## config.mk

```make
export PLATFORM = sky130hd
export DESIGN_NAME = mbn_front_flat
export DESIGN_NICKNAME = d
export VERILOG_FILES = /design/src/hw/rtl/mbn_pkg.sv /design/src/hw/rtl/mbn_stream_if.sv /design/src/hw/rtl/mbn_front.sv /design/src/flat_wrapper.sv
export SDC_FILE = /design/constraint.sdc
export NUM_CORES = 1
export LEC_CHECK = 0
export ABC_CLOCK_PERIOD_IN_PS = 9000
export BUFFER_PORTS_ARGS = -buffer_cell sky130_fd_sc_hd__buf_4
export CAP_MARGIN = 10
export CELL_PAD_IN_SITES_DETAIL_PLACEMENT = 1
export CELL_PAD_IN_SITES_GLOBAL_PLACEMENT = 1
export CORE_MARGIN = 10
export CORE_UTILIZATION = 35
export DETAILED_ROUTE_END_ITERATION = 12
export GPL_TIMING_DRIVEN = 1
export HOLD_SLACK_MARGIN = 0.02
export PLACE_DENSITY_LB_ADDON = 0.2
export SLEW_MARGIN = 20
export SYNTH_ARGS = -nofsm -noshare
export SYNTH_HDL_FRONTEND = slang
export SYNTH_SLANG_ARGS = --single-unit
```

## constraint.sdc

```tcl
create_clock -name i_clk -period 9 [get_ports i_clk]
set_clock_uncertainty 0.15 [all_clocks]
set_input_delay 1.35 -clock i_clk [delete_from_list [all_inputs] [get_ports i_clk]]
set_output_delay 1.35 -clock i_clk [all_outputs]
set_load 0.1 [all_outputs]
```

## src/hw/rtl/mbn_pkg.sv

```systemverilog
package mbn_pkg;

    // Coordinate format: signed fixed point, FRAC_BITS of the bits are fraction.
    localparam int COORD_WIDTH = 32;
    localparam int FRAC_BITS   = 16;

    // Derived widths.
    localparam int EXT_WIDTH  = COORD_WIDTH + 1;
    localparam int DIV_WIDTH  = COORD_WIDTH + FRAC_BITS;
    localparam int PROD_WIDTH = 2 * COORD_WIDTH;

    // Command queue between the front and the back.
    localparam int QUEUE_DEPTH = 2;
    localparam int QUEUE_AW    = $clog2(QUEUE_DEPTH);

    // Operation codes of an input beat.
    localparam logic [1:0] OP_RESTART   = 2'd0;
    localparam logic [1:0] OP_INCLUDE   = 2'd1;
    localparam logic [1:0] OP_TRANSFORM = 2'd2;
    localparam logic [1:0] OP_UNUSED    = 2'd3;

    typedef logic signed [COORD_WIDTH-1:0] t_coord;
    typedef logic        [COORD_WIDTH-1:0] t_scale;

    localparam longint BOUND_RAW   = longint'(1000) <<< FRAC_BITS;
    localparam longint COORD_MAX_L = (longint'(1) <<< (COORD_WIDTH - 1)) - 1;
    localparam longint BOUND_K     = (BOUND_RAW > COORD_MAX_L) ? COORD_MAX_L : BOUND_RAW;

    // The bounds start inverted so that the first included vertex replaces them.
    localparam t_coord BOUND_MIN_INIT  = t_coord'(BOUND_K);
    localparam t_coord BOUND_MAX_INIT  = t_coord'(-BOUND_K);
    localparam t_scale SCALE_LEN_RESET = t_scale'(longint'(1) <<< FRAC_BITS);

    typedef struct packed {
        logic [1:0]                  op;
        logic [2:0][COORD_WIDTH-1:0] pos;
    } t_cmd;

    typedef struct packed {
        logic   start;
        t_scale length;
        t_scale divisor;
    } t_div_req;

    typedef struct packed {
        logic   done;
        t_scale quotient;
    } t_div_rsp;

endpackage

```

## src/hw/rtl/mbn_stream_if.sv

```systemverilog
interface mbn_in_if;
    logic                                   valid;
    logic                                   ready;
    logic [1:0]                             operation;
    logic signed [mbn_pkg::COORD_WIDTH-1:0] pos_x;
    logic signed [mbn_pkg::COORD_WIDTH-1:0] pos_y;
    logic signed [mbn_pkg::COORD_WIDTH-1:0] pos_z;

    modport source (output valid, output operation, output pos_x, output pos_y,
                    output pos_z, input ready);
    modport sink (input valid, input operation, input pos_x, input pos_y,
                  input pos_z, output ready);
endinterface


```

## src/hw/rtl/mbn_front.sv

```systemverilog
module mbn_front (
    input  logic          i_clk,
    input  logic          i_rst_n,
    mbn_in_if.sink        i_in,
    output logic          o_cmd_valid,
    output mbn_pkg::t_cmd o_cmd,
    input  logic          i_cmd_ready
);

    logic          r_valid;
    mbn_pkg::t_cmd r_cmd;
    logic          accept;

    assign i_in.ready  = !r_valid || i_cmd_ready;
    assign accept      = i_in.valid && i_in.ready;
    assign o_cmd_valid = r_valid;
    assign o_cmd       = r_cmd;

    // Beats with the unused operation code are swallowed here.
    always_ff @(posedge i_clk) begin
        if (!i_rst_n) begin
            r_valid <= 1'b0;
        end else if (accept) begin
            r_valid <= (i_in.operation != mbn_pkg::OP_UNUSED);
        end else if (i_cmd_ready) begin
            r_valid <= 1'b0;
        end
    end

    always_ff @(posedge i_clk) begin
        if (accept) begin
            r_cmd.op  <= i_in.operation;
            r_cmd.pos <= {i_in.pos_z, i_in.pos_y, i_in.pos_x};
        end
    end

endmodule

```

## src/flat_wrapper.sv

```systemverilog
// flat-port wrapper written by rule: the top's interface ports become plain ports
module mbn_front_flat 
  (i_clk, i_rst_n, o_cmd_valid, o_cmd, i_cmd_ready, i_in_valid, i_in_operation, i_in_pos_x, i_in_pos_y, i_in_pos_z, i_in_ready);
  mbn_in_if i_in_i ();
  input  logic i_clk;
  input  logic i_rst_n;
  output logic o_cmd_valid;
  output mbn_pkg::t_cmd o_cmd;
  input  logic i_cmd_ready;
  input wire logic [$bits(i_in_i.valid)-1:0] i_in_valid;
  input wire logic [$bits(i_in_i.operation)-1:0] i_in_operation;
  input wire logic [$bits(i_in_i.pos_x)-1:0] i_in_pos_x;
  input wire logic [$bits(i_in_i.pos_y)-1:0] i_in_pos_y;
  input wire logic [$bits(i_in_i.pos_z)-1:0] i_in_pos_z;
  output wire logic [$bits(i_in_i.ready)-1:0] i_in_ready;
  assign i_in_i.valid = i_in_valid;
  assign i_in_i.operation = i_in_operation;
  assign i_in_i.pos_x = i_in_pos_x;
  assign i_in_i.pos_y = i_in_pos_y;
  assign i_in_i.pos_z = i_in_pos_z;
  assign i_in_ready = i_in_i.ready;
  mbn_front u_core (.i_clk(i_clk), .i_rst_n(i_rst_n), .i_in(i_in_i), .o_cmd_valid(o_cmd_valid), .o_cmd(o_cmd), .i_cmd_ready(i_cmd_ready));
endmodule
```

Word-level counts from Yosys, hierarchy flattened
Cells that the tools add are included.
{"block": "word_totals", "ram_bits": 0, "latchBits": 0, "register_bits": 99, "mem_bits_ro": 0, "inputBits": 102, "elab_cells": 12, "out_inout_bits": 100, "memories": 0}
{"block": "op_classes", "muxes": 2, "reduce_logical": 4, "n_eq_ne": 1, "div": 0, "n_shift": 0, "magnitude_cmp": 0, "multipliers": 0, "add_sub_neg": 0, "n_bitwise": 0}
{"cell": "$mux 1", "n": 2}
{"cell": "$ne 2x2->1 const B", "n": 1}
{"cell": "$reduce_bool 2->1", "n": 1}
{"cell": "$logic_and 1x1->1", "n": 1}
{"cell": "$logic_not 1->1", "n": 1}
{"cell": "$logic_or 1x1->1", "n": 1}

Logic depth before layout (Yosys ltp)
{"block": "depth", "depth_word": 4, "depth_mapped": 2}

Least setup slack after synthesis
No wires, ideal clock.
{"block": "synth_timing", "path_type": "input to register", "start": "input port i_cmd_ready", "end": "register u_core.r_cmd (netlist bit u_core.o_cmd[0]), enable pin", "t_required_ns": 8.383, "slack_ns": 3.829, "arrival_ns": 4.554, "stages": 2, "path_buffers": 0, "path_cell_list": "nand2b_1 > and2_1"}
{"block": "synth_via", "elab_chain_len": 2}
{"element": "start: declaration", "line": "flat_wrapper.sv:9", "source": "input logic i_cmd_ready;"}
{"element": "$logic_or 1x1->1", "line": "mbn_front.sv:14", "source": "assign i_in.ready = !r_valid || i_cmd_ready;"}
{"element": "$logic_and 1x1->1", "line": "mbn_front.sv:15", "source": "assign accept = i_in.valid && i_in.ready;"}
{"element": "named net u_core.accept", "line": "mbn_front.sv:12", "source": "logic accept;"}
{"element": "end: declaration", "line": "mbn_front.sv:11", "source": "mbn_pkg::t_cmd r_cmd;"}
The timed path passes the listed nets, and every way through them passes these cells.
A chain may end at the register's enable or synchronous reset.

Final worst setup path
{"block": "layout_timing", "start": "input port i_cmd_ready", "end": "output port i_in_ready"}
{"block": "layout_via", "elab_chain_len": 1}
{"element": "$logic_or 1x1->1", "line": "mbn_front.sv:14"}
{"element": "end: declaration", "line": "flat_wrapper.sv:15", "source": "output wire logic [$bits(i_in_i.ready)-1:0] i_in_ready;"}
No other way between the ends.

==> impl_results.md <==
* Number of CTS-inserted buffers at 9
* Met2 wire length at about 4300 µm
* Internal cell power at between 700 and 800 µW
* Max-capacitance violation count at 0
* Post-layout power at between 1 and 1.5 mW
* Pwr dens at around 230 mW/mm²
* Die Width at 113 µm
* DR top layer: met4
* Final Hold Vio Count at 0
* Number of nets in the layout at roughly 420
* Startpoint of the most critical hold path: u_core.o_cmd_valid
* Fraction of layout cells with a size suffix above 1 at 0.678
* Library cell with the highest instance count after synthesis: sky130_fd_sc_hd__edfxtp_1
* Global placer's final weighted congestion at about 0.67
* Worst flop-to-flop path startpoint: u_core.o_cmd_valid
* Worst endpoint data arrival time at 1.89 ns
* Synthesized flop and latch total at 99
* Most area-hungry cell type in the Yosys netlist: sky130_fd_sc_hd__edfxtp_1
* Post-Synthesis Cell Area at 0.00300 mm²
* Hold EP: u_core.o_cmd_valid
* Count of buffers from port buffering at roughly 200
* Count of hold-fix buffers inserted at cts at 0
* Net switching power at 373 µW
* Pin count of the biggest net entering global routing at 63
* Detail-routed net length per standard cell at around 22 µm
* Synth-to-layout area growth at 62.0%
* Final std cells w/o fill at 425
* Fraction of post-synthesis cell area in the top cell type by area at 0.982
* Largest stage delay on the critical path at 0.31 ns
* Fill cells at 802
* Net switching fraction of the power at 0.331
* Total nets after synthesis at 205
* Site row count at 33
* Family with the most delay on the worst path: buffers and inverters
* Critical Path Sink Type: output port
* Synth async-reset ratio at 0
* Worst path bufs/invs at 2
* Part of the Yosys area used for sequential elements at 0.989
* Initial standard-cell utilization of the core at 0.363
* Comb power frac at 0.251
* Number of slew-limit violations in the final report at 0
* Count of routing violations after the opening detailed-route iteration at 89
* Transition time of the tightest slew-check pin at 0.778 ns
* End of the worst register-to-register path: u_core.o_cmd[55]
* Vias in the first global route at 2202
* Std-Cell Core Area at 0.00826 mm²
* Post-synth EDFFs at 98
* TNS Setup at 0 ns
* Tightest hold margin at between 0.4 and 0.5 ns
* Depth of the most critical reg-to-reg path at 3
* Global route total overflow at 0
* Critical path fanouts, max at 3
* Result of the run: finished clean
* Setup crit start kind: primary input
* Normalized max-slew margin at 0.481
* Area of the die at between 0.01 and 0.015 mm²
* Antenna diode count at 0
* Unrepaired setup endpoints after global routing: false
* Hold Path Stages at 2
* Maximum clock rate at between 200 and 300 MHz
* Later-pin clock latency in the skew report at about 0.34 ns
* Count of synthesis-stage warnings from yosys at 0
* Main synth FF type: sky130_fd_sc_hd__edfxtp_1
* Number of instances in the placed design at 410
* Top cells by area in the synthesized netlist: sky130_fd_sc_hd__edfxtp_1 98%, sky130_fd_sc_hd__dfxtp_1 0.67%, sky130_fd_sc_hd__a21boi_2 0.38%
* Minimum clock period at 3.39 ns
* Cell at the root of the clock tree: sky130_fd_sc_hd__clkbuf_8
* Via count at 1867
* Clock group share of total power at 0.264
* Number of cells produced by synthesis at just over 100
* Average instance area after synthesis at slightly below 30 µm²
* Crit share post-route at 0.376
* Number of detailed-routing iterations run before antenna repair at 4
* Global-route wire length before repair at 13600 µm
* Post-route DRC violation count at 0
* Ordered list of cells on the worst path: buf_4 -> nand2b_1 -> buf_4
* Length of routed wiring on met1 at 3380 µm
* Reg-to-reg slack, setup at between 6 and 7 ns
* TritonCTS clock tree: done
* CTS clock-pin slew for the worst setup and hold paths at 0.09 ns
* Critical-path top delay cell: sky130_fd_sc_hd__buf_4
* Worst min-delay path class: flop to flop
* Placed instance area at 0.00465 mm²
* Sequential share of power at 0.485
* Gates resized, CTS repair at 0
* Die outline height at 113 µm
* Setup violations, final at 0
* Routed wire length on met3 at roughly 1500 µm
* Worst supply voltage drop on vdd at between 0.0001 and 0.00015 V
* Post-detailed-route via-to-cell ratio at 4.39
* Clock Path Buffers at 2
* Detailed-route wire length at 9330 µm
* Count of antenna-violating nets left after detailed routing at 0
* Most frequent CP cell: sky130_fd_sc_hd__buf_4
* Number of buffers inserted by post-CTS setup repair at 0
* Total non-filler cell area in the finished layout at around 0.0049 mm²
* Unique masters post-synth at 6
* P_leak at between 2 and 2.5 nW
* # H-tree levels at 3
* TritonCTS Sinks at 99
* Worst EP required at roughly 7.5 ns
* Total GRT Usage at 0.144
* Ports placed on the boundary at 202
* Number of antenna violations at the first check in global routing at 0
* CP Class: primary input to output port
final cells by class:
| type | count | area [µm²] | area share |
|---|---|---|---|
| sequential | 99 | 2960 | 0.610 |
| timing repair buffer | 202 | 1520 | 0.312 |
| tap | 105 | 131 | 0.0271 |
| clock buffer | 10 | 128 | 0.0263 |
| clock inverter | 5 | 78.8 | 0.0162 |
| multi-input combinational | 4 | 36.3 | 0.00748 |
cells in the final DEF (no fill, tap or decap):
cell	n
sky130_fd_sc_hd__and2_4	1
sky130_fd_sc_hd__clkinv_1	1
sky130_fd_sc_hd__nand2b_1	1
sky130_fd_sc_hd__edfxtp_1	98
sky130_fd_sc_hd__clkinvlp_4	2
sky130_fd_sc_hd__buf_4	202
sky130_fd_sc_hd__clkbuf_1	1
sky130_fd_sc_hd__dfxtp_1	1
sky130_fd_sc_hd__a21boi_2	1
sky130_fd_sc_hd__clkbuf_8	9
sky130_fd_sc_hd__bufinv_16	2
sky130_fd_sc_hd__a21bo_1	1
tightest hold or removal path, stage by stage (launching register included):
cell	delay, ns
sky130_fd_sc_hd__dfxtp_1	0.33
sky130_fd_sc_hd__nand2b_1	0.12
sky130_fd_sc_hd__a21boi_2	0.06
power by group through the flow:
stage / Clock, mW / Sequential (mW) / Combinational, mW
floorplan: 0 / 0.750 / 0.0104
global placement: 0 / 0.556 / 0.282
detailed placement: 0 / 0.558 / 0.285
CTS: 0.309 / 0.548 / 0.285
global route: 0.326 / 0.551 / 0.290
finish: 0.298 / 0.547 / 0.282
registers in the layout, indices dropped and copies added (netlist names):
| name | flops |
|---|---|
| u_core.o_cmd | 98 |
| u_core.o_cmd_valid | 1 |
stage by stage:
| stage | util | setup WS (ns) |
|---|---|---|
| 2_1_floorplan | - | 3.83 |
| 3_3_place_gp | 0.563 | 5.62 |
| 3_5_place_dp | 0.563 | 5.61 |
| 4_1_cts | 0.588 | 5.61 |
| 5_1_grt | 0.588 | 5.56 |
| 6_report | 0.588 | 5.61 |
routing by layer:
metal,global-route usage,vias to the layer above
li1,-,839
met1,0.147,877
met2,0.222,144
met3,0.112,7
met4,0.0457,0
met5,0,-
cells by family (layout without fill, tap and decap cells):
| kind of cell | Yosys count | count (layout) | share of synthesized area |
|---|---|---|---|
| AND/OR/NAND/NOR | 2 | 2 | 0.00418 |
| buffers and inverters | 0 | 217 | 0 |
| AO/OA/AOI/OAI | 2 | 2 | 0.00710 |
| flip-flops | 99 | 99 | 0.989 |
worst max path at each step:
| stage | from | to | slack (ns) | cells past startpoint |
|---|---|---|---|---|
| after detailed placement | i_cmd_ready | i_in_ready | 5.61 | 3 |
| after global routing | i_cmd_ready | i_in_ready | 5.56 | 3 |
| after global placement | i_cmd_ready | i_in_ready | 5.62 | 3 |
| after floorplan | i_cmd_ready | u_core.o_cmd[0] | 3.83 | 2 |
| after CTS | i_cmd_ready | i_in_ready | 5.61 | 3 |
| final | i_cmd_ready | i_in_ready | 5.61 | 3 |
(Power assumes the default switching activity.)
