==> src/hw/rtl/mbn_pkg.sv <==
package mbn_pkg;

    // Coordinate format: signed fixed point, FRAC_BITS of the bits are fraction.
    localparam int COORD_WIDTH = 32;
    localparam int FRAC_BITS   = 16;

    // Derived widths.
    localparam int EXT_WIDTH  = COORD_WIDTH + 1;
    localparam int DIV_WIDTH  = COORD_WIDTH + FRAC_BITS;
    localparam int PROD_WIDTH = 2 * COORD_WIDTH;

    // Command queue between the front and the back.
    localparam int QUEUE_DEPTH = 2;
    localparam int QUEUE_AW    = $clog2(QUEUE_DEPTH);

    // Operation codes of an input beat.
    localparam logic [1:0] OP_RESTART   = 2'd0;
    localparam logic [1:0] OP_INCLUDE   = 2'd1;
    localparam logic [1:0] OP_TRANSFORM = 2'd2;
    localparam logic [1:0] OP_UNUSED    = 2'd3;

    typedef logic signed [COORD_WIDTH-1:0] t_coord;
    typedef logic        [COORD_WIDTH-1:0] t_scale;

    localparam longint BOUND_RAW   = longint'(1000) <<< FRAC_BITS;
    localparam longint COORD_MAX_L = (longint'(1) <<< (COORD_WIDTH - 1)) - 1;
    localparam longint BOUND_K     = (BOUND_RAW > COORD_MAX_L) ? COORD_MAX_L : BOUND_RAW;

    // The bounds start inverted so that the first included vertex replaces them.
    localparam t_coord BOUND_MIN_INIT  = t_coord'(BOUND_K);
    localparam t_coord BOUND_MAX_INIT  = t_coord'(-BOUND_K);
    localparam t_scale SCALE_LEN_RESET = t_scale'(longint'(1) <<< FRAC_BITS);

    typedef struct packed {
        logic [1:0]                  op;
        logic [2:0][COORD_WIDTH-1:0] pos;
    } t_cmd;

    typedef struct packed {
        logic   start;
        t_scale length;
        t_scale divisor;
    } t_div_req;

    typedef struct packed {
        logic   done;
        t_scale quotient;
    } t_div_rsp;

endpackage

==> src/hw/rtl/mbn_scale_div.sv <==
module mbn_scale_div (
    input  logic              i_clk,
    input  logic              i_rst_n,
    input  mbn_pkg::t_div_req i_req,
    output mbn_pkg::t_div_rsp o_rsp
);

    localparam int CW   = mbn_pkg::COORD_WIDTH;
    localparam int DW   = mbn_pkg::DIV_WIDTH;
    localparam int CNTW = $clog2(DW);

    logic            r_busy;
    logic            r_done;
    logic [CNTW-1:0] r_cnt;
    logic [CW-1:0]   r_rem;
    logic [CW-1:0]   r_div;
    logic [DW-1:0]   r_quo;
    logic [CW:0]     shifted;
    logic [CW:0]     diff;
    logic            ge;

    // Restoring division of length * 2^FRAC_BITS, one quotient bit a cycle.
    assign shifted = {r_rem, r_quo[DW-1]};
    assign ge      = (shifted >= {1'b0, r_div});
    assign diff    = shifted - {1'b0, r_div};

    always_ff @(posedge i_clk) begin
        if (!i_rst_n) begin
            r_busy <= 1'b0;
            r_done <= 1'b0;
            r_cnt  <= '0;
        end else begin
            r_done <= 1'b0;
            if (i_req.start) begin
                r_busy <= 1'b1;
                r_cnt  <= '0;
            end else if (r_busy) begin
                r_cnt <= r_cnt + 1'b1;
                if (r_cnt == CNTW'(DW - 1)) begin
                    r_busy <= 1'b0;
                    r_done <= 1'b1;
                end
            end
        end
    end

    always_ff @(posedge i_clk) begin
        if (i_req.start) begin
            r_rem <= '0;
            r_div <= i_req.divisor;
            r_quo <= {i_req.length, {mbn_pkg::FRAC_BITS{1'b0}}};
        end else if (r_busy) begin
            r_rem <= ge ? diff[CW-1:0] : shifted[CW-1:0];
            r_quo <= {r_quo[DW-2:0], ge};
        end
    end

    // A quotient that needs more than CW bits saturates.
    assign o_rsp.done     = r_done;
    assign o_rsp.quotient = (|r_quo[DW-1:CW]) ? '1 : r_quo[CW-1:0];

endmodule

==> config.mk <==
export PLATFORM = sky130hd
export DESIGN_NAME = mbn_scale_div
export DESIGN_NICKNAME = d
export VERILOG_FILES = /design/src/hw/rtl/mbn_pkg.sv /design/src/hw/rtl/mbn_scale_div.sv
export SDC_FILE = /design/constraint.sdc
export NUM_CORES = 1
export LEC_CHECK = 0
export BUFFER_PORTS_ARGS = -buffer_cell sky130_fd_sc_hd__buf_2
export CORE_UTILIZATION = 25
export CTS_CLUSTER_DIAMETER = 50
export DETAILED_ROUTE_END_ITERATION = 7
export PLACE_DENSITY = 0.43
export SLEW_MARGIN = 30
export SYNTH_ARGS = -nofsm -noshare
export SYNTH_HDL_FRONTEND = slang
export SYNTH_SLANG_ARGS = --single-unit
==> constraint.sdc <==
create_clock -name i_clk -period 2.7 [get_ports i_clk]
set_input_delay 0.27 -clock i_clk [delete_from_list [all_inputs] [get_ports i_clk]]
set_output_delay 0.27 -clock i_clk [all_outputs]
set_load 0.01 [all_outputs]
# Yosys cells after proc, flatten, opt, wreduce, memory -nomap -nowiden
# Index checks and enable logic that the tools add are counted.
# Widths: inputs -> output; s select.
# word_totals
out_inout_bits	33
elab_cells	25
register_bits	120
# classes
eq_ne	1
bitwise_logic	2
magnitude_cmp	1
n_reduce_logical	4
n_addsub	2
muxes	8
# op_table
cell	count
$mux 48	2
$mux 32	2
$ge 33x32->1	1
$sub 32x32->32	1
$reduce_or 16->1	1
$add 6x1->6 const B	1
$eq 6x6->1 const B	1
$mux 1	4
$reduce_or 3->1	1
$not 1->1	2
$reduce_bool 2->1	1
$reduce_or 2->1	1

# Longest topological paths before layout
# Gate-level depths: netlist (run 1).
# logic_depth
word_depth	4
depth_mapped	14
depth_no_buf	12

# Least setup slack after synthesis (run 1)
# OpenSTA, ideal clock, no wires.
# synth_timing
path_type	register to register
start	register r_rem[9]
end	register r_rem[19]
t_required_ns	2.614
stages_incl_launch_ff	12
setup_slack_ns	0.210
setup_ns	0.086
synth_period_minus_slack_ns	2.490
n_path_buf	1
t_arrival_ns	2.404
path_cell_list	dfxtp_1 ha_1 a21o_1 a21o_1 or2_0 o221ai_2 a21oi_2 a221oi_2 buf_6 inv_2 mux2i_1 a211oi_1
# synth_via
elab_chain_cells	2
word_cells_on_any_way	3
cone_classes	1 x add/sub; 1 x order compare; 1 x mux
# synth_lines
item	line_no	rtl
start: declaration	mbn_scale_div.sv:15	logic [CW-1:0] r_rem;
start signal: assignment	mbn_scale_div.sv:53	r_rem <= ge ? diff[CW-1:0] : shifted[CW-1:0];
$sub 32x32->32 or $ge 33x32->1 (tied branches)	mbn_scale_div.sv:25, mbn_scale_div.sv:24	
$mux 32 (*)	mbn_scale_div.sv:53	
# Every way passes the cells marked *; elsewhere a longest branch is shown, timed or not.
# A chain may end at the register's enable or synchronous reset.

# Worst setup path after layout (run 1)
# layout_timing
start	register r_div[10]
end	register r_rem[25]
# layout_via
elab_chain_cells	2
word_cells_on_any_way	3
cone_classes	1 x add/sub; 1 x order compare; 1 x mux
# layout_lines
item	line_no	rtl
start: declaration	mbn_scale_div.sv:16	logic [CW-1:0] r_div;
start signal: assignment	mbn_scale_div.sv:50	r_div <= i_req.divisor;
$sub 32x32->32 or $ge 33x32->1 (tied branches)	mbn_scale_div.sv:25, mbn_scale_div.sv:24	
$mux 32 (*)	mbn_scale_div.sv:53	
# Marks and branches as above.

==> key figures, run 1 <==
Floorplanning
  • Die area: 26900 um2
  • Core ar.: 25500 um2
  • Die width: 164 um
  • Boundary Pins: 100
  • Die Span Y: 164 um
  • Initial core utilization: 25.8%
  • Row count: 58

Timing
  • Slew margin rel.: 61.9%
  • Max-slew violation count: 0
  • Final worst-path cycle share: 97.1%
  • Final setup vio count: 0
  • Min cycle time layout: 2.62 ns
  • RSZ-0062 raised after global routing: true
  • Post-Route Skew: 0.0114 ns
  • Worst slew pin tran: 0.571 ns
  • Final hold violations: 0
  • Fmax: 382 MHz

Logic synthesis
  • Number of synthesized flops with an enable pin: 64
  • Synth cell types: 54
  • Syn Nets: 762
  • Asr flop ratio synth: 0%
  • Post-synthesis cell count: 661
  • Cell Area, Synth: 6570 um2
  • Post-synthesis sequential area ratio: 46.3%
  • Yosys reg bits: 120
  • Dominant synthesized flop cell: edfxtp_1
  • Ys Warns: 0
  • Yosys top cell by area: edfxtp_1
  • Synthesized area per cell: 9.94 um2
  • Synth top area share: 29.3%
  • Top post-synthesis cells by count: nor2_1 (65), edfxtp_1 (64), dfxtp_1 (56)
  • Top-count cell post-synth: nor2_1
  • Largest cells by area after synthesis: edfxtp_1 (29%), dfxtp_1 (17%), ha_1 (6.3%), a22o_1 (4.3%), nor2_1 (3.7%)

Cells and area
  • Area growth syn-to-layout: 36.0%
  • Share of layout cells above drive strength 1: 35.7%
  • Cell area after layout: 8930 um2
  • Nets: 928
  • Final Util: 35.1%
  • N_diodes: 0
  • Non-Filler Instances: 1170
  • Fillers: 2619

Detailed routing
  • Final wirelength: 17400 um
  • First DRT Iteration DRCs: 251
  • Residual DRC: 0
  • Vias: 5351
  • Via/cell ratio: 4.57
  • WL per Instance: 14.9 um
  • Antenna Nets Post-Route: 0
  • Initial DRT Pass Iterations: 4

Global routing
  • Vias in the first global route: 5442
  • Initial antenna violation count: 0
  • Tot GR Track Use: 13.4%
  • First-pass GRT wire length: 27900 um
  • Grt ovf: 0
  • Largest net degree at the start of global routing: 78

Setup path
  • Worst Path Required: 3.04 ns
  • Startpoint types: flop
  • Crit Path Class: flop to flop
  • CP endpoint kind: flop
  • CP arrival: 2.96 ns
  • Crit-path max FO: 5

Placement
  • DP HPWL: 12200 um
  • Placed cell area: 7890 um2
  • PortBufs: 99
  • Placed insts: 1126
  • Gpl congestion: 0.764

CTS
  • H-tree lvl count: 4
  • Clk buf depth: 2
  • Clock sink count: 120
  • CTS root buffer: clkbuf_16
  • TritonCTS Buffers: 17
  • CTS tree: built
  • Clk_lat worst skew: 0.42 ns
  • Clk pin slew, worst setup/hold paths: 0.06 ns

Pwr
  • PwrDens: 592 nW/um2
  • Pwr Total: 5.28 mW
  • Worst vdd ir: 0.000264 V
  • Static leakage: 3.63 nW

Run
  • Max-cap viol count: 0

Min path
  • Hold Path Class: input port to flop

Status
  • Status: completed
[cells by family (layout without fill, tap and decap cells)]
family	after synthesis	after routing	share of synthesized area, %
AO/OA/AOI/OAI	188	188	20.6
XOR/XNOR	30	30	4.00
adder cells (fa/ha/maj)	34	34	6.59
buffers and inverters	71	250	4.59
flip-flops	120	120	46.3
multiplexers	24	24	3.66
AND/OR/NAND/NOR	194	194	14.2
[area by class of cell]
cell class / count / area (um2) / share of cell area [%]
tap: 330 / 413 / 4.62
sequential: 120 / 3040 / 34.1
clock inverter: 15 / 155 / 1.74
inverter: 39 / 154 / 1.72
timing repair buffer: 179 / 1210 / 13.5
multi-input combinational: 470 / 3530 / 39.5
clock buffer: 17 / 425 / 4.76
[final timing paths]
check                         start                      to  slack, ns  depth (start not counted)
max             r_div[10]$_DFFE_PP_  r_rem[25]$_SDFFE_PP0P_       0.08                         13
min reg2reg  r_rem[16]$_SDFFE_PP0P_  r_rem[16]$_SDFFE_PP0P_       0.47                          2
min                        i_req[8]      r_div[8]$_DFFE_PP_       0.02                          1
max reg2reg     r_div[10]$_DFFE_PP_  r_rem[25]$_SDFFE_PP0P_       0.08                         13
[state kept, by name, indices dropped and copies added (netlist names)]
| name | flops |
|---|---|
| r_quo | 48 |
| r_div | 32 |
| r_rem | 32 |
| r_cnt | 6 |
| r_busy | 1 |
| r_done | 1 |
[worst max-delay path, cell delays in order (launching register included)]
cell and delay [ns]:
edfxtp_1 0.38, inv_2 0.08, ha_4 0.20, a21o_1 0.18, a21o_1 0.17, or2_1 0.21, o221ai_2 0.21, a21oi_2 0.12
a221oi_4 0.28, buf_12 0.17, inv_8 0.04, buf_12 0.13, mux2i_4 0.18, a211oi_2 0.18
[routing by layer]
layer | vias to the layer above | global-route usage [%] | share of wire, %
met4 | 0 | 4.17 | 1.0
li1 | 2738 | - | -
met2 | 59 | 21.3 | 45
met3 | 15 | 2.55 | 2.0
met1 | 2539 | 18.3 | 51
met5 | - | 0 | 0
[cell usage in the layout (no fill, tap or decap), drive strengths merged, types with 33 or more instances in the layout]
| cell type | netlist | final |
|---|---|---|
| edfxtp | 64 | 64 |
| or2 | 34 | 34 |
| buf | 8 | 169 |
| inv | 39 | 48 |
| o21ai | 36 | 36 |
| nor2 | 65 | 65 |
| a21oi | 51 | 51 |
| nand2 | 41 | 41 |
| dfxtp | 56 | 56 |
| ha | 33 | 33 |
[power by group]
part	total (mW)	switching, mW	internal (mW)
clock	2.28	0.977	1.30
combinational	0.890	0.464	0.426
sequential	2.11	0.0658	2.05
[stage by stage]
step / setup slack [ns] / setup TNS (ns) / hold slack (ns)
floorplan: 0.210 / 0 / 0.369
detailed placement: -0.165 / -1.24 / 0.448
finish: 0.0790 / 0 / 0.0224
global placement: -0.170 / -0.563 / 0.447
CTS: 0.00140 / 0 / 0.0000744
global route: -0.0808 / -0.637 / 0.00164
[timing repair]
| item | 4_1_cts | 5_1_grt |
|---|---|---|
| buffers inserted | 2 | 0 |
| gates resized for setup | 12 | 50 |
| gates cloned | 1 | 0 |
| hold endpoints to repair | 9 | 0 |
| hold buffers | 9 | 0 |
| pin swaps | 10 | 19 |
| endpoints found under the setup margin | 18 | 33 |
Note: power is estimated with default switching activity, not from simulation.
==> run 2, diff against run 1 <==
Settings changed: PLACE_DENSITY 0.43 to 0.39, SLEW_MARGIN 30 to not set.
==> key figures, run 2 (synthesis gave the netlist of run 1 again) <==
Detailed routing
  • Vias: 5475 (+2.3%)
  • Via/cell ratio: 4.66 (+1.9%)
  • Initial DRT Pass Iterations: 4 (unchanged)
  • Antenna Nets Post-Route: 0 (unchanged)
  • WL per Instance: 15.3 um (+2.5%)
  • Residual DRC: 0 (unchanged)
  • Final wirelength: 17900 um (+2.9%)
  • First DRT Iteration DRCs: 294 (+17%)

Pwr
  • Static leakage: 3.68 nW (+1.5%)
  • Pwr Total: 5.21 mW (-1.3%)
  • PwrDens: 583 nW/um2 (-1.4%)
  • Worst vdd ir: 0.000373 V (+41%)

Setup path
  • CP startpoint: r_div[1]$_DFFE_PP_
  • CP arrival: 2.98 ns (+0.02 ns)
  • Crit path buf inv count: 2 (-2)
  • Startpoint types: flop
  • Crit Path Class: flop to flop
  • Launch point of the worst reg-to-reg path: r_div[1]$_DFFE_PP_
  • Worst path slowest cell: or4b_1
  • Crit-path cells: inv_2 > ha_4 > nor2b_4 > o2111ai_2 > a21oi_2 > o221ai_2 > buf_4 > a21boi_4 > a31oi_4 > or4b_1 > o2111ai_1 > a32o_1
  • Crit-path max FO: 2 (-3)
  • CP endpoint kind: flop
  • CP top delay family: compound AO/OA/AOI/OAI gates
  • Worst Path Required: 3.06 ns (+0.02 ns)
  • Crit-path max cell delay: 0.47 ns (+0.09 ns)

Cells and area
  • Nets: 933 (+0.54%)
  • Largest register FFs: 48 (unchanged)
  • Fillers: 2601 (-0.69%)
  • Non-Filler Instances: 1175 (+0.43%)
  • Area growth syn-to-layout: 36.1%
  • Final Util: 35.1% (+0.039 points)
  • Commonest non-fill, non-tap cell in the layout: buf_2
  • Most flop-heavy register: r_quo
  • Largest registers: r_quo x48, r_div x32, r_rem x32
  • Area of the multi-input gates: 3570 um2 (+0.99%)
  • N_diodes: 0 (unchanged)
  • Commonest non-fill, non-tap cells in the layout: buf_2 (98), buf_4 (76), edfxtp_1 (64), nor2_1 (61), dfxtp_1 (55)
  • Reg area: 3040 um2 (unchanged)
  • Share of layout cells above drive strength 1: 37.9% (+2.2 points)

Timing
  • Post-Route Skew: 0.0102 ns (-0.00115 ns)
  • Final worst-path cycle share: 96.9% (-0.15 points)
  • Fin Setup TNS: 0 ns (unchanged)
  • Slew margin rel.: 52.8% (-9.1 points)
  • RSZ-0062 raised after global routing: true
  • Min cycle time layout: 2.62 ns (-0.00401 ns)
  • Max-slew violation count: 0 (unchanged)
  • Final setup vio count: 0 (unchanged)
  • Final hold violations: 0 (unchanged)
  • Fmax: 382 MHz (+0.15%)
  • Worst slew pin tran: 0.703 ns (+0.132 ns)
  • Worst setup margin: 0.0830 ns (+0.00401 ns)

Min path
  • Hold path startpoint: i_req[20]
  • Hold Path Class: input port to flop

Global routing
  • Initial antenna violation count: 0 (unchanged)
  • Largest net degree at the start of global routing: 53 (-32%)
  • First-pass GRT wire length: 28500 um (+2.0%)
  • Tot GR Track Use: 13.5% (+0.087 points)
  • Grt ovf: 0 (unchanged)
  • Vias in the first global route: 5665 (+4.1%)

Placement
  • PortBufs: 99 (unchanged)
  • Placement Setup Slack: -0.216 ns (-0.0505 ns)
  • Gpl congestion: 0.828 (+8.3%)
  • DP HPWL: 12800 um (+4.8%)
  • Placed insts: 1133 (+0.62%)

CTS
  • H-tree lvl count: 4 (unchanged)
  • CTS tree: built
  • Clk_lat worst skew: 0.42 ns (about the same)
  • Hold buffers post-CTS: 0 (-9)
  • Clk pin slew, worst setup/hold paths: 0.06 ns (about the same)
  • Clk buf depth: 2 (unchanged)
  • Clock sink count: 120 (unchanged)
  • CTS root buffer: clkbuf_16
  • TritonCTS Buffers: 17 (unchanged)

Floorplanning
  • Core ar.: 25500 um2 (unchanged)
  • Die width: 164 um (unchanged)
  • Row count: 58 (unchanged)
  • Initial core utilization: 25.8% (unchanged)
  • Boundary Pins: 100 (unchanged)
  • Die Span Y: 164 um (unchanged)
  • Die area: 26900 um2 (unchanged)

Run
  • Max-cap viol count: 0 (unchanged)

Status
  • Status: completed
[run 2: per-layer routing]
layer	track usage, %	up-vias	wire length (um)	share of wire [%]
li1	-	2742	-	-
met1	17.5	2646	8770	49
met2	22.1	78	8500	47
met3	3.08	9	494	2.8
met4	4.21	0	161	0.90
met5	0	-	0	0
[run 2: where the power goes]
| part | internal, mW | total (mW) | switching (mW) |
|---|---|---|---|
| clock network | 1.29 | 2.20 | 0.908 |
| logic | 0.420 | 0.900 | 0.480 |
| registers | 2.05 | 2.11 | 0.0629 |
| total | 3.76 | 5.21 | 1.45 |
[run 2: cell type report]
type,instances,area share [%]
clock buffer,20,5.36
multi-input combinational,470,39.9
inverter,39,1.67
clock inverter,12,1.01
sequential,120,34.0
tap,330,4.62
timing repair buffer,184,13.4
[run 2: final timing paths]
| check | endpoint | slack, ns | cells past startpoint |
|---|---|---|---|
| max | r_rem[31]$_SDFFE_PP0P_ | 0.08 | 12 |
| min | r_div[20]$_DFFE_PP_ | 0.03 | 1 |
| max reg2reg | r_rem[31]$_SDFFE_PP0P_ | 0.08 | 12 |
| min reg2reg | r_rem[4]$_SDFFE_PP0P_ | 0.48 | 2 |
[run 2: what timing repair did]
item | in CTS | in global routing
gates resized for setup | 11 | 64
pin swaps | 4 | 32
endpoints found under the setup margin | 33 | 33
setup buffers | 4 | 6
hold endpoints to repair | 0 | 0
[run 2: through the flow]
step | hold WS (ns) | cell area, um2
6_report | 0.0258 | 8940
5_1_grt | 0.00215 | 8940
4_1_cts | 0.00570 | 8560
3_5_place_dp | 0.448 | 7920
3_3_place_gp | 0.449 | 7920
2_1_floorplan | 0.369 | 6570
