File: src/hw/rtl/mbn_pkg.sv
package mbn_pkg;

    // Coordinate format: signed fixed point, FRAC_BITS of the bits are fraction.
    localparam int COORD_WIDTH = 32;
    localparam int FRAC_BITS   = 16;

    // Derived widths.
    localparam int EXT_WIDTH  = COORD_WIDTH + 1;
    localparam int DIV_WIDTH  = COORD_WIDTH + FRAC_BITS;
    localparam int PROD_WIDTH = 2 * COORD_WIDTH;

    // Command queue between the front and the back.
    localparam int QUEUE_DEPTH = 2;
    localparam int QUEUE_AW    = $clog2(QUEUE_DEPTH);

    // Operation codes of an input beat.
    localparam logic [1:0] OP_RESTART   = 2'd0;
    localparam logic [1:0] OP_INCLUDE   = 2'd1;
    localparam logic [1:0] OP_TRANSFORM = 2'd2;
    localparam logic [1:0] OP_UNUSED    = 2'd3;

    typedef logic signed [COORD_WIDTH-1:0] t_coord;
    typedef logic        [COORD_WIDTH-1:0] t_scale;

    localparam longint BOUND_RAW   = longint'(1000) <<< FRAC_BITS;
    localparam longint COORD_MAX_L = (longint'(1) <<< (COORD_WIDTH - 1)) - 1;
    localparam longint BOUND_K     = (BOUND_RAW > COORD_MAX_L) ? COORD_MAX_L : BOUND_RAW;

    // The bounds start inverted so that the first included vertex replaces them.
    localparam t_coord BOUND_MIN_INIT  = t_coord'(BOUND_K);
    localparam t_coord BOUND_MAX_INIT  = t_coord'(-BOUND_K);
    localparam t_scale SCALE_LEN_RESET = t_scale'(longint'(1) <<< FRAC_BITS);

    typedef struct packed {
        logic [1:0]                  op;
        logic [2:0][COORD_WIDTH-1:0] pos;
    } t_cmd;

    typedef struct packed {
        logic   start;
        t_scale length;
        t_scale divisor;
    } t_div_req;

    typedef struct packed {
        logic   done;
        t_scale quotient;
    } t_div_rsp;

endpackage

File: src/hw/rtl/mbn_cmd_queue.sv
module mbn_cmd_queue (
    input  logic          i_clk,
    input  logic          i_rst_n,
    input  logic          i_push_valid,
    input  mbn_pkg::t_cmd i_push_data,
    output logic          o_push_ready,
    output logic          o_pop_valid,
    output mbn_pkg::t_cmd o_pop_data,
    input  logic          i_pop
);

    mbn_pkg::t_cmd                  r_mem [mbn_pkg::QUEUE_DEPTH];
    logic [mbn_pkg::QUEUE_AW-1:0]   r_wptr;
    logic [mbn_pkg::QUEUE_AW-1:0]   r_rptr;
    logic [mbn_pkg::QUEUE_AW:0]     r_count;
    logic                           push;
    logic                           pop;

    assign o_push_ready = (r_count != (mbn_pkg::QUEUE_AW + 1)'(mbn_pkg::QUEUE_DEPTH));
    assign o_pop_valid  = (r_count != '0);
    assign o_pop_data   = r_mem[r_rptr];
    assign push         = i_push_valid && o_push_ready;
    assign pop          = i_pop && o_pop_valid;

    always_ff @(posedge i_clk) begin
        if (!i_rst_n) begin
            r_wptr  <= '0;
            r_rptr  <= '0;
            r_count <= '0;
        end else begin
            if (push) begin
                r_wptr <= r_wptr + 1'b1;
            end
            if (pop) begin
                r_rptr <= r_rptr + 1'b1;
            end
            unique case ({push, pop})
                2'b10:   r_count <= r_count + 1'b1;
                2'b01:   r_count <= r_count - 1'b1;
                default: r_count <= r_count;
            endcase
        end
    end

    always_ff @(posedge i_clk) begin
        if (push) begin
            r_mem[r_wptr] <= i_push_data;
        end
    end

endmodule

File: config.mk
export PLATFORM = sky130hd
export DESIGN_NAME = mbn_cmd_queue
export DESIGN_NICKNAME = d
export VERILOG_FILES = /design/src/hw/rtl/mbn_pkg.sv /design/src/hw/rtl/mbn_cmd_queue.sv
export SDC_FILE = /design/constraint.sdc
export NUM_CORES = 1
export LEC_CHECK = 0
export BUFFER_PORTS_ARGS = -buffer_cell sky130_fd_sc_hd__buf_2
export CORE_MARGIN = 3
export CORE_UTILIZATION = 52
export DETAILED_ROUTE_END_ITERATION = 6
export PLACE_DENSITY = 0.79
export SYNTH_ARGS = -nofsm -noshare
export SYNTH_HDL_FRONTEND = slang
export SYNTH_SLANG_ARGS = --single-unit
File: constraint.sdc
create_clock -name i_clk -period 10 [get_ports i_clk]
set_clock_uncertainty 0.2 [all_clocks]
set_input_delay 2 -clock i_clk [delete_from_list [all_inputs] [get_ports i_clk]]
set_output_delay 2 -clock i_clk [all_outputs]
set_load 0.005 [all_outputs]
# [Word-level counts from Yosys, hierarchy flattened]
# Memories as Yosys holds them, arrays and structs flattened. A register that Yosys moved wholly into a read port is not among the register bits.
# Cells that the tools add are included.
[word_totals] in_bits=102 reg_bits=4 word_cells=20 ram_bits=196 output_inout_bits=100 n_memories=1
[mem_list] name="r_mem" depth=2 width=98 rd=1 rd_ports_with_merged_regs=1 wr=1 line="mbn_cmd_queue.sv:12" source="mbn_pkg::t_cmd r_mem [mbn_pkg::QUEUE_DEPTH];"
[classes] n_eq_ne=3 reduce_logical=4 addsub=4 muxes=5
[op_table] operator="$mux W1" count=4
[op_table] operator="$pmux W2 S2" count=1
[op_table] operator="$reduce_bool A2 Y1" count=2
[op_table] operator="$add A1 B1 Y1 const B" count=2
[op_table] operator="$add A2 B1 Y2 const B" count=1
[op_table] operator="$eq A2 B1 Y1 const B" count=1
[op_table] operator="$eq A2 B2 Y1 const B" count=1
[op_table] operator="$logic_and A1 B1 Y1" count=2
[op_table] operator="$ne A2 B2 Y1 const B" count=1
[op_table] operator="$sub A2 B1 Y2 const B" count=1

# [Longest topological paths before layout]
# Gate-level depths: netlist of the first run.
[logic_depth] depth_word=4 depth_mapped=6 depth_no_buf=6

# [Worst setup path after synthesis of the first run]
# Ideal clock, no wire load.
[synth_timing] path_type="in2reg" startpoint="in i_push_valid" endpoint="mem r_mem[1][0] in the netlist's numbering, enable pin" arrival_ns=4.321 slack_ns=5.011 setup_time_ns=0.468 required_time_ns=9.332 cell_stages=1 cell_sequence="and3_1"
[synth_via] elab_chain_len=3
[synth_lines] element="start: declaration" line="mbn_cmd_queue.sv:4" source="input logic i_push_valid,"
[synth_lines] element="$logic_and A1 B1 Y1" line="mbn_cmd_queue.sv:22" source="assign push = i_push_valid && o_push_ready;"
[synth_lines] element="$mux W1" line="mbn_cmd_queue.sv:46" source="if (push) begin"
[synth_lines] element="$mux W1 (implied by the code)" line="mbn_cmd_queue.sv:47" source="r_mem[r_wptr] <= i_push_data;"
[synth_lines] element="end: declaration" line="mbn_cmd_queue.sv:12"
# Every way passes these cells.

==> results of run 1 <==
## metrics by stage
step / setup WS [ns] / cells / hold slack (ns) / instance area [um2]
finish: 5.306 / 734 / 0.3704 / 9150
global route: 5.170 / 734 / 0.4007 / 9150
CTS: 5.289 / 733 / 0.3669 / 9148
detailed placement: 5.807 / 698 / 0.3521 / 8484
global placement: 5.821 / 698 / 0.2929 / 8484
floorplan: 5.011 / 329 / 0.2787 / 7298
## final timing paths
| check | from | end |
|---|---|---|
| min reg2reg | r_count[1]$_SDFFE_PN0P_ | r_count[1]$_SDFFE_PN0P_ |
| max | register | o_pop_data[54] |
| max reg2reg | r_count[0]$_SDFFE_PN0P_ | r_mem[1][54]$_DFFE_PP_ |
| min | r_count[1]$_SDFFE_PN0P_ | r_count[1]$_SDFFE_PN0P_ |
## final cells by class
class / instances / area (um2)
well taps: 176 / 220.2
fillers: 912 / 4355
clock buffers: 23 / 533.0
repair buffers: 204 / 1028
flip-flops and latches: 201 / 5989
multi-input cells: 116 / 1240
clock inverters: 12 / 130.1
diodes: 1 / 2.502
inverters: 1 / 6.256
## cell usage in the layout, fill, tap and decap left out, types with 2 or more instances in the layout
| master | netlist | final |
|---|---|---|
| clkinv_2 | 0 | 5 |
| dfxtp_1 | 5 | 4 |
| bufinv_16 | 0 | 3 |
| xnor2_1 | 3 | 3 |
| edfxtp_1 | 196 | 196 |
| mux2_2 | 98 | 98 |
| clkbuf_1 | 0 | 2 |
| buf_4 | 0 | 3 |
| clkbuf_16 | 0 | 21 |
| clkinv_1 | 0 | 4 |
| nor2b_1 | 2 | 2 |
| buf_2 | 8 | 201 |
## per-layer routing
layer | track usage, % | routed length [um] | up-vias | share of wire, %
li1 | - | - | 1733 | -
met1 | 21.42 | 5500 | 1860 | 40
met2 | 28.53 | 6719 | 171 | 49
met3 | 5.575 | 1156 | 28 | 8.4
met4 | 5.480 | 330 | 4 | 2.4
met5 | 0 | 21 | - | 0.15
## worst reg2reg max path: stages (launching register included)
cell	delay (ns)
dfxtp_1	0.42
nand2b_1	0.28
and3_4	0.69
buf_4	0.68
## registers in the layout, indices dropped and copies added, names as in the netlist, named ones only
signal   flops
r_mem      196
r_count      2
r_wptr       1
r_rptr       1
## power by group through the flow
stage | clock, mW | combinational (mW) | sequential [mW]
finish | 0.744 | 0.512 | 1.12
global route | 0.798 | 0.555 | 1.13
CTS | 0.764 | 0.522 | 1.12
detailed placement | 0 | 0.518 | 1.13
global placement | 0 | 0.505 | 1.13
floorplan | 0 | 0.327 | 1.11
## cell usage after synthesis, types with 2 or more instances
master	count	area share (%)
nor2b_1	2	0.17
mux2_2	98	15
buf_6	3	0.46
buf_2	8	0.55
xnor2_1	3	0.36
edfxtp_1	196	81
dfxtp_1	5	1.4
## cell families after synthesis
logic type                 Yosys count
buffers and inverters               12
adders and majority gates            1
muxes                               98
AOI/OAI and AO/OA                    5
xor gates and xnor gates             3
and+or+nand+nor                      9
DFF                                201
==> metrics.md, run 1 <==
| Metric | Value |
|---|---|
| Crit path depth | `3` |
| Fin. Hold Viols | `0` |
| CTS resizes | `0` |
| # IOs | `202` |
| DRT Pass-1 Iters | `4` |
| Flop2flop setup slack | `7.31 ns` |
| Post-synth EDFFs | `about 200` |
| Sequential-to-total area share from yosys stat | `82.02%` |
| Die H | `~120 um` |
| Main flop type after synthesis | `edfxtp_1` |
| Sink Count | `about 200` |
| Worst reg2reg path depth | `3` |
| Pleak | `between 3 and 4 nW` |
| Count of state elements after synthesis | `201` |
| Largest family of logic cells by synthesized area | `multiplexers` |
| RSZ-0062 raised after global routing | `false` |
| Yosys warning count | `0` |
| Pwr dens | `approximately 260 mW/mm2` |
| Worst-margin pin slew | `0.8379 ns` |
| Crit. End Element | `output port` |
| Seq pwr share | `a little under half` |
| CTS tree | `done` |
| Hold Crit Depth | `2` |
| First-pass GRT wire length | `between 20000 and 25000 um` |
| Nets | `roughly 650` |
| Critical path cell sequence | `buf_4, mux2_2, buf_2` |
| Kind of cell adding the most delay to the critical path | `buffers and inverters` |
| Slew headroom | `44.14%` |
| GRT Util Overall | `roughly 17%` |
| Worst EP required | `between 7 and 8 ns` |
| Distinct cell type count after synthesis | `21` |
| Outcome | `finished clean` |
| Max Root-Sink Buffers | `3` |
| Mapped Area | `around 0.0073 mm2` |
| Buffers and inverters on the worst path | `2` |
| Post-route ant nets | `0` |
| Cells after Synth | `329` |
| Util after Layout | `about two thirds` |
| Simple-Gate Fraction of Synth Area | `less than 1%` |
| Drt wl/cell | `18.70 um` |
| Vias per cell | `5.172` |
| Post-CTS setup buffers | `0` |
| CP arrival | `2.49 ns` |
| Proportion of synthesized area in mux cells | `between 10% and 20%` |
| WL final | `~14000 um` |
| Adder-Cell Fraction of Synth Area | `less than 1%` |
| DIE AREA | `0.01549 mm2` |
| Hold crit path type | `register to register` |
| Initial Utilization | `a little over half` |
| Area fraction in compound gates after synthesis | `less than 1%` |
| Initial antenna violation count | `3` |
| Xor/xnor share of the synthesized area | `less than 1%` |
| Post-Syn Area per Cell | `between 20 and 25 um2` |
| Switching Power | `approximately 0.58 mW` |
| Die Width | `124.5 um` |
| Crit path max fanout | `63` |
| Drt initial violations | `about 240` |
| TritonCTS buffer count | `20` |
| Largest net degree at the start of global routing | `64` |
| Fin. max-slew vios | `0` |
| Total grt overflow | `0` |
| Clock Latency Late Sink | `0.48 ns` |
| PortBufs | `roughly 200` |
| H-tree levels | `1` |
| CTS Root Cell | `clkbuf_16` |
| Slowest stage cell, crit path | `buf_4` |
| Endpoints failing setup | `0` |
| Total Neg Setup Slack | `0 ns` |
| Async SR Flop Fraction | `0%` |
| Max VDD drop | `0.1726 mV` |
| Worst path max stage delay | `0.73 ns` |
| P&R area growth vs syn | `25.37%` |
| Share of the clock period used by the worst path | `roughly 47%` |
| Std-Cell Rows | `between 40 and 50` |
| Post-DP HPWL | `about 9100 um` |
| DR DRC count | `0` |
| Setup CP Type | `register to output port` |
| Clock network power share | `about a third` |
| Via count | `3796` |
| Vias in the first global route | `4140` |
| Fraction of layout cells with a size suffix above 1 | `roughly 60%` |
| CTS Hold Bufs | `0` |
| Max Freq | `approximately 210 MHz` |
| Switch share | `approximately a quarter` |
| Synth Net Count | `around 430` |
| Design Power | `2.371 mW` |
| Core Area | `between 0.01 and 0.015 mm2` |
| Clock slew at reported path FFs | `0.06 ns` |
| Minimum clock period | `between 4 and 5 ns` |
| Combinational share of power | `a little over a fifth` |
| Worst setup SP type | `register` |
| # Max-Cap Violations | `0` |
| Cell internal pwr | `approximately 1.8 mW` |
| RD Place Congestion | `0.7510` |
Power figures use the tool's default switching activity.
==> run 2: changes to the inputs <==
CORE_UTILIZATION = 47   (was 52)
PLACE_DENSITY = 0.76   (was 0.79)
clock period = 4.2 ns   (was 10 ns; I/O delays follow)
==> run 2 against run 1 <==
  * Critical path depth unchanged
  * Die area up 10%
  * Via count down 2.3%
  * Largest power group unchanged
==> metrics.md, run 2 (same netlist as run 1, synthesis figures left out) <==
| Metric | Value |
|---|---|
| Via count | `~3700` |
| Worst path max stage delay | `a little under 0.8 ns` |
| Share of the clock period used by the worst path | `between 70% and 80%` |
| Max Root-Sink Buffers | `3` |
| Largest reg by FF count | `r_mem` |
| Fin. Hold Viols | `0` |
| Max FFs per register | `196` |
| Util after Layout | `61.52%` |
| Vias in the first global route | `approximately 4000` |
| CTS resizes | `0` |
| Initial Utilization | `around 49%` |
| RSZ-0062 raised after global routing | `false` |
| Total Neg Setup Slack | `0 ns` |
| Worst EP required | `between 3 and 4 ns` |
| P&R area growth vs syn | `25.30%` |
| Post-CTS setup buffers | `0` |
| Non-Filler Instances | `between 700 and 800` |
| H-tree levels | `1` |
| DIE AREA | `0.01706 mm2` |
| Most common cell after layout, fill and taps aside | `buf_2` |
| CTS Hold Bufs | `0` |
| Worst-margin pin slew | `between 0.7 and 0.8 ns` |
| Crit path max fanout | `54` |
| Most frequent cells in the layout | `buf_2 (201), edfxtp_1 (196), mux2_2 (98)` |
| Post-route ant nets | `0` |
| Critical path cell sequence | `buf_12, mux2_2, buf_2` |
| WL final | `13320 um` |
| RD Place Congestion | `about 0.73` |
| Pleak | `between 3 and 4 nW` |
| Top Registers | `r_mem x196, r_count x2` |
| # Max-Cap Violations | `0` |
| First-pass GRT wire length | `19780 um` |
| Nets | `~650` |
| Outcome | `finished clean` |
| PortBufs | `between 200 and 250` |
| CP arrival | `2.19 ns` |
| Slew headroom | `about half` |
| Drt wl/cell | `between 15 and 20 um` |
| Met1 Usage GRT | `~17%` |
| Hold crit path type | `register to register` |
| CTS tree | `done` |
| Total grt overflow | `0` |
| Number of diodes | `0` |
| Clock Latency Late Sink | `between 0.4 and 0.5 ns` |
| DRT Pass-1 Iters | `4` |
| Die H | `approximately 130 um` |
| Std-Cell Rows | `44` |
| DR DRC count | `0` |
| Number of cells after detailed placement | `between 700 and 800` |
| Setup CP Type | `register to output port` |
| Initial antenna violation count | `0` |
| Sink Count | `roughly 200` |
| Core Area | `between 0.01 and 0.015 mm2` |
| Max VDD drop | `~0.4 mV` |
| Grt peak-use layer | `met2` |
| GRT Util Overall | `approximately 15%` |
| Largest net degree at the start of global routing | `55` |
| Die Width | `130.6 um` |
| Minimum clock period | `roughly 3.2 ns` |
| Fraction of layout cells with a size suffix above 1 | `approximately 60%` |
| Endpoints failing setup | `0` |
| Crit. End Element | `output port` |
| Pwr dens | `between 600 and 700 mW/mm2` |
| Clock slew at reported path FFs | `approximately 0.060 ns` |
| TritonCTS buffer count | `21` |
| Worst setup SP type | `register` |
| Global routing met3 resource utilization | `under 10%` |
| Fin. max-slew vios | `0` |
| # IOs | `202` |
| Post-DP HPWL | `8643 um` |
| CTS Root Cell | `clkbuf_16` |
| Drt initial violations | `~180` |
| Max Freq | `roughly 310 MHz` |
| Slowest stage cell, crit path | `dfxtp_4` |
| Vias per cell | `~5` |
| GRT met2 Usage | `about a quarter` |
run 2: cell types whose count changed in the layout (fill, tap and decap cells not counted):
cell / change
buf_12: +3
buf_4: -3
bufinv_16: -2
clkbuf_1: +2
clkinv_2: -2
clkinv_1: +1
clkinv_4: +1
diode_2: -1
run 2: worst paths after layout:
kind / slack (ns) / depth (start not counted) / endpoint / start
worst max-delay path: 0.97 / 3 / o_pop_data[91] / register
worst min register to register: 0.34 / 2 / r_count[1]$_SDFFE_PN0P_ / r_count[1]$_SDFFE_PN0P_
worst max register to register: 1.90 / 4 / r_mem[0][91]$_DFFE_PP_ / r_count[0]$_SDFFE_PN0P_
worst min-delay path: 0.34 / 2 / r_count[1]$_SDFFE_PN0P_ / r_count[1]$_SDFFE_PN0P_
run 2: area by class of cell:
cell class              instances  area (um2)
clock buffers                  25       540.5
fillers                      1098        5719
clock inverters                10       72.57
well taps                     184       230.2
flip-flops and latches        201        5989
inverters                       1       6.256
repair buffers                204        1066
multi-input cells             116        1240
run 2: metal layers:
layer | share of wire, % | wire length (um)
met1 | 38 | 5038
met4 | 1.9 | 259
met2 | 51 | 6838
met3 | 8.9 | 1184
met5 | 0 | 0
run 2: worst max-delay path: cells and delay by family, from the launching register on:
kind,cells,cell delay (ns)
buffers and inverters,2,0.48
multiplexers,1,0.39
flip-flops,1,0.77
run 2: stage by stage:
step	area, um2	setup slack (ns)	power, mW	hold WS [ns]
after floorplan	7298	0.3710	3.419	0.2787
after global placement	8532	1.471	3.909	0.2907
after detailed placement	8532	1.458	3.948	0.3250
after CTS	9145	0.9436	5.623	0.3286
after global routing	9145	0.8650	5.811	0.3227
final	9145	0.9671	5.538	0.3414
run 2: power breakdown:
| part | switching (mW) | leakage (nW) | internal [mW] |
|---|---|---|---|
| clock | 0.681 | 0.301 | 0.972 |
| combinational | 0.558 | 1.22 | 0.657 |
| sequential | 0.136 | 1.88 | 2.53 |
==> run 3: changes to the inputs <==
clock period = 2.9 ns   (was 4.2 ns; I/O delays follow)
==> run 3 against run 2 <==
  * Clock power is 50% higher
  * Sequential share of layout area down 0.35 points
  * Total power grew 46%
  * Sequential power increased by 41%
  * Core utilization is 0.33 points higher
==> metrics.md, run 3 (same netlist as run 1, synthesis figures left out) <==
| Metric | Value |
|---|---|
| Hold crit path type | `input port to register` |
| TritonCTS buffer count | `21` |
| Initial antenna violation count | `0` |
| Non-Filler Instances | `745` |
| Max Freq | `around 380 MHz` |
| Crit path depth | `3` |
| Worst-case hold slack | `0.08764 ns` |
| Setup WS pre-CTS | `0.7551 ns` |
| Via count | `around 3800` |
| Number of diodes | `0` |
| Max VDD drop | `approximately 0.65 mV` |
| Crit. End Element | `output port` |
| Total grt overflow | `0` |
| Most frequent cells in the layout | `buf_2 (201), edfxtp_1 (196), mux2_2 (98)` |
| # Max-Cap Violations | `0` |
| Worst EP required | `approximately 2.1 ns` |
| First-pass GRT wire length | `~20000 um` |
| # IOs | `202` |
| Fin. Hold Viols | `0` |
| P&R area growth vs syn | `25.97%` |
| Vias in the first global route | `3985` |
| CTS Root Cell | `clkbuf_16` |
| Worst-margin pin slew | `between 0.5 and 0.6 ns` |
| Fin. max-slew vios | `0` |
| DIE AREA | `between 0.015 and 0.02 mm2` |
| PortBufs | `about 200` |
| Post-route ant nets | `0` |
| RSZ-0062 raised after global routing | `false` |
| Clock Latency Late Sink | `0.48 ns` |
| Post-route design area | `slightly above 0.009 mm2` |
| Largest reg by FF count | `r_mem` |
| GRT Util Overall | `between 10% and 20%` |
| Util after Layout | `61.85%` |
| Buffers and inverters on the worst path | `2` |
| Clock network power share | `a little under a third` |
| Clock slew at reported path FFs | `around 0.06 ns` |
| Die H | `130.6 um` |
| Max Root-Sink Buffers | `3` |
| H-tree levels | `1` |
| Fraction of layout cells with a size suffix above 1 | `roughly 60%` |
| CP arrival | `1.86 ns` |
| Nets | `651` |
| Post-DP HPWL | `just under 9000 um` |
| Hold Crit Depth | `1` |
| Design Power | `roughly 8.1 mW` |
| Die Width | `between 100 and 150 um` |
| Worst path max stage delay | `roughly 0.43 ns` |
| Cell internal pwr | `~6.1 mW` |
| Share of the clock period used by the worst path | `91.19%` |
| Kind of cell adding the most delay to the critical path | `buffers and inverters` |
| Slew headroom | `roughly 62%` |
| Total Neg Setup Slack | `0 ns` |
| Combinational share of power | `~23%` |
| CTS Hold Bufs | `0` |
| Critical path cell sequence | `buf_12, mux2_2, buf_2` |
| Max FFs per register | `between 150 and 200` |
| Pwr dens | `881.7 mW/mm2` |
| Drt initial violations | `about 180` |
| Post-CTS setup buffers | `0` |
| Largest net degree at the start of global routing | `99` |
| CTS resizes | `0` |
| Worst reg2reg path depth | `4` |
| Sink Count | `about 200` |
| Number of cells after detailed placement | `roughly 710` |
| Crit path max fanout | `approximately 100` |
| Worst setup SP type | `register` |
| Most common cell after layout, fill and taps aside | `buf_2` |
| Initial Utilization | `roughly 49%` |
| RD Place Congestion | `roughly 0.7` |
| DR DRC count | `0` |
| Slowest stage cell, crit path | `mux2_2` |
| DRT Pass-1 Iters | `4` |
| Drt wl/cell | `~18 um` |
| Top Registers | `r_mem x196, r_count x2` |
| Final setup margin | `0.2555 ns` |
| Switch share | `24.48%` |
| Vias per cell | `roughly 5` |
| Minimum clock period | `approximately 2.6 ns` |
| CTS tree | `done` |
| Switching Power | `a little under 2 mW` |
| Pleak | `approximately 3.4 nW` |
| Setup CP Type | `register to output port` |
| Endpoints failing setup | `0` |
| WL final | `about 14000 um` |
| Std-Cell Rows | `between 40 and 50` |
| Outcome | `finished clean` |
| Seq pwr share | `between 40% and 50%` |
| Core Area | `between 0.01 and 0.015 mm2` |
| Dpl cell area | `approximately 0.0086 mm2` |
==> run 3: cell types whose count changed in the layout (fill, tap and decap cells not counted), sizes merged <==
cell	previous run	this run
clkinvlp	0	1
inv	1	0
bufinv	1	2
buf	204	207
==> run 3: final cells by class <==
type | instances | area [um2]
tap | 184 | 230.2
clock inverter | 11 | 97.59
inverter | 1 | 7.507
timing repair buffer | 207 | 1089
fill | 1109 | 5670
multi-input combinational | 116 | 1240
clock buffer | 25 | 540.5
sequential | 201 | 5989
==> run 3: metal layers <==
layer	share of wire [%]	global-route usage, %
met1	39	17.34
met2	51	26.42
met3	8.4	5.325
met4	2.0	4.114
met5	0	0
==> run 3: worst reg2reg max path, cell delays in order, from the launching register on <==
cell        delay (ns)
dfxtp_1           0.41
nand2b_1          0.21
nand3b_1          0.16
clkinvlp_4        0.12
buf_4             0.45
==> run 3: power groups by stage <==
stage                     logic, mW  clock network (mW)  registers (mW)
after floorplan                1.13                   0            3.81
after global placement         1.86                   0            3.80
after detailed placement       1.89                   0            3.83
after CTS                      1.91                2.57            3.77
after global routing           2.03                2.68            3.80
final                          1.86                2.48            3.77
==> run 3: final timing paths <==
path                      startpoint                      to  slack, ns
max                         register          o_pop_data[17]       0.26
min                  i_push_data[32]  r_mem[1][32]$_DFFE_PP_       0.09
max reg2reg  r_count[0]$_SDFFE_PN0P_  r_mem[0][94]$_DFFE_PP_       0.96
min reg2reg      r_rptr$_SDFFE_PN0P_                register       0.34
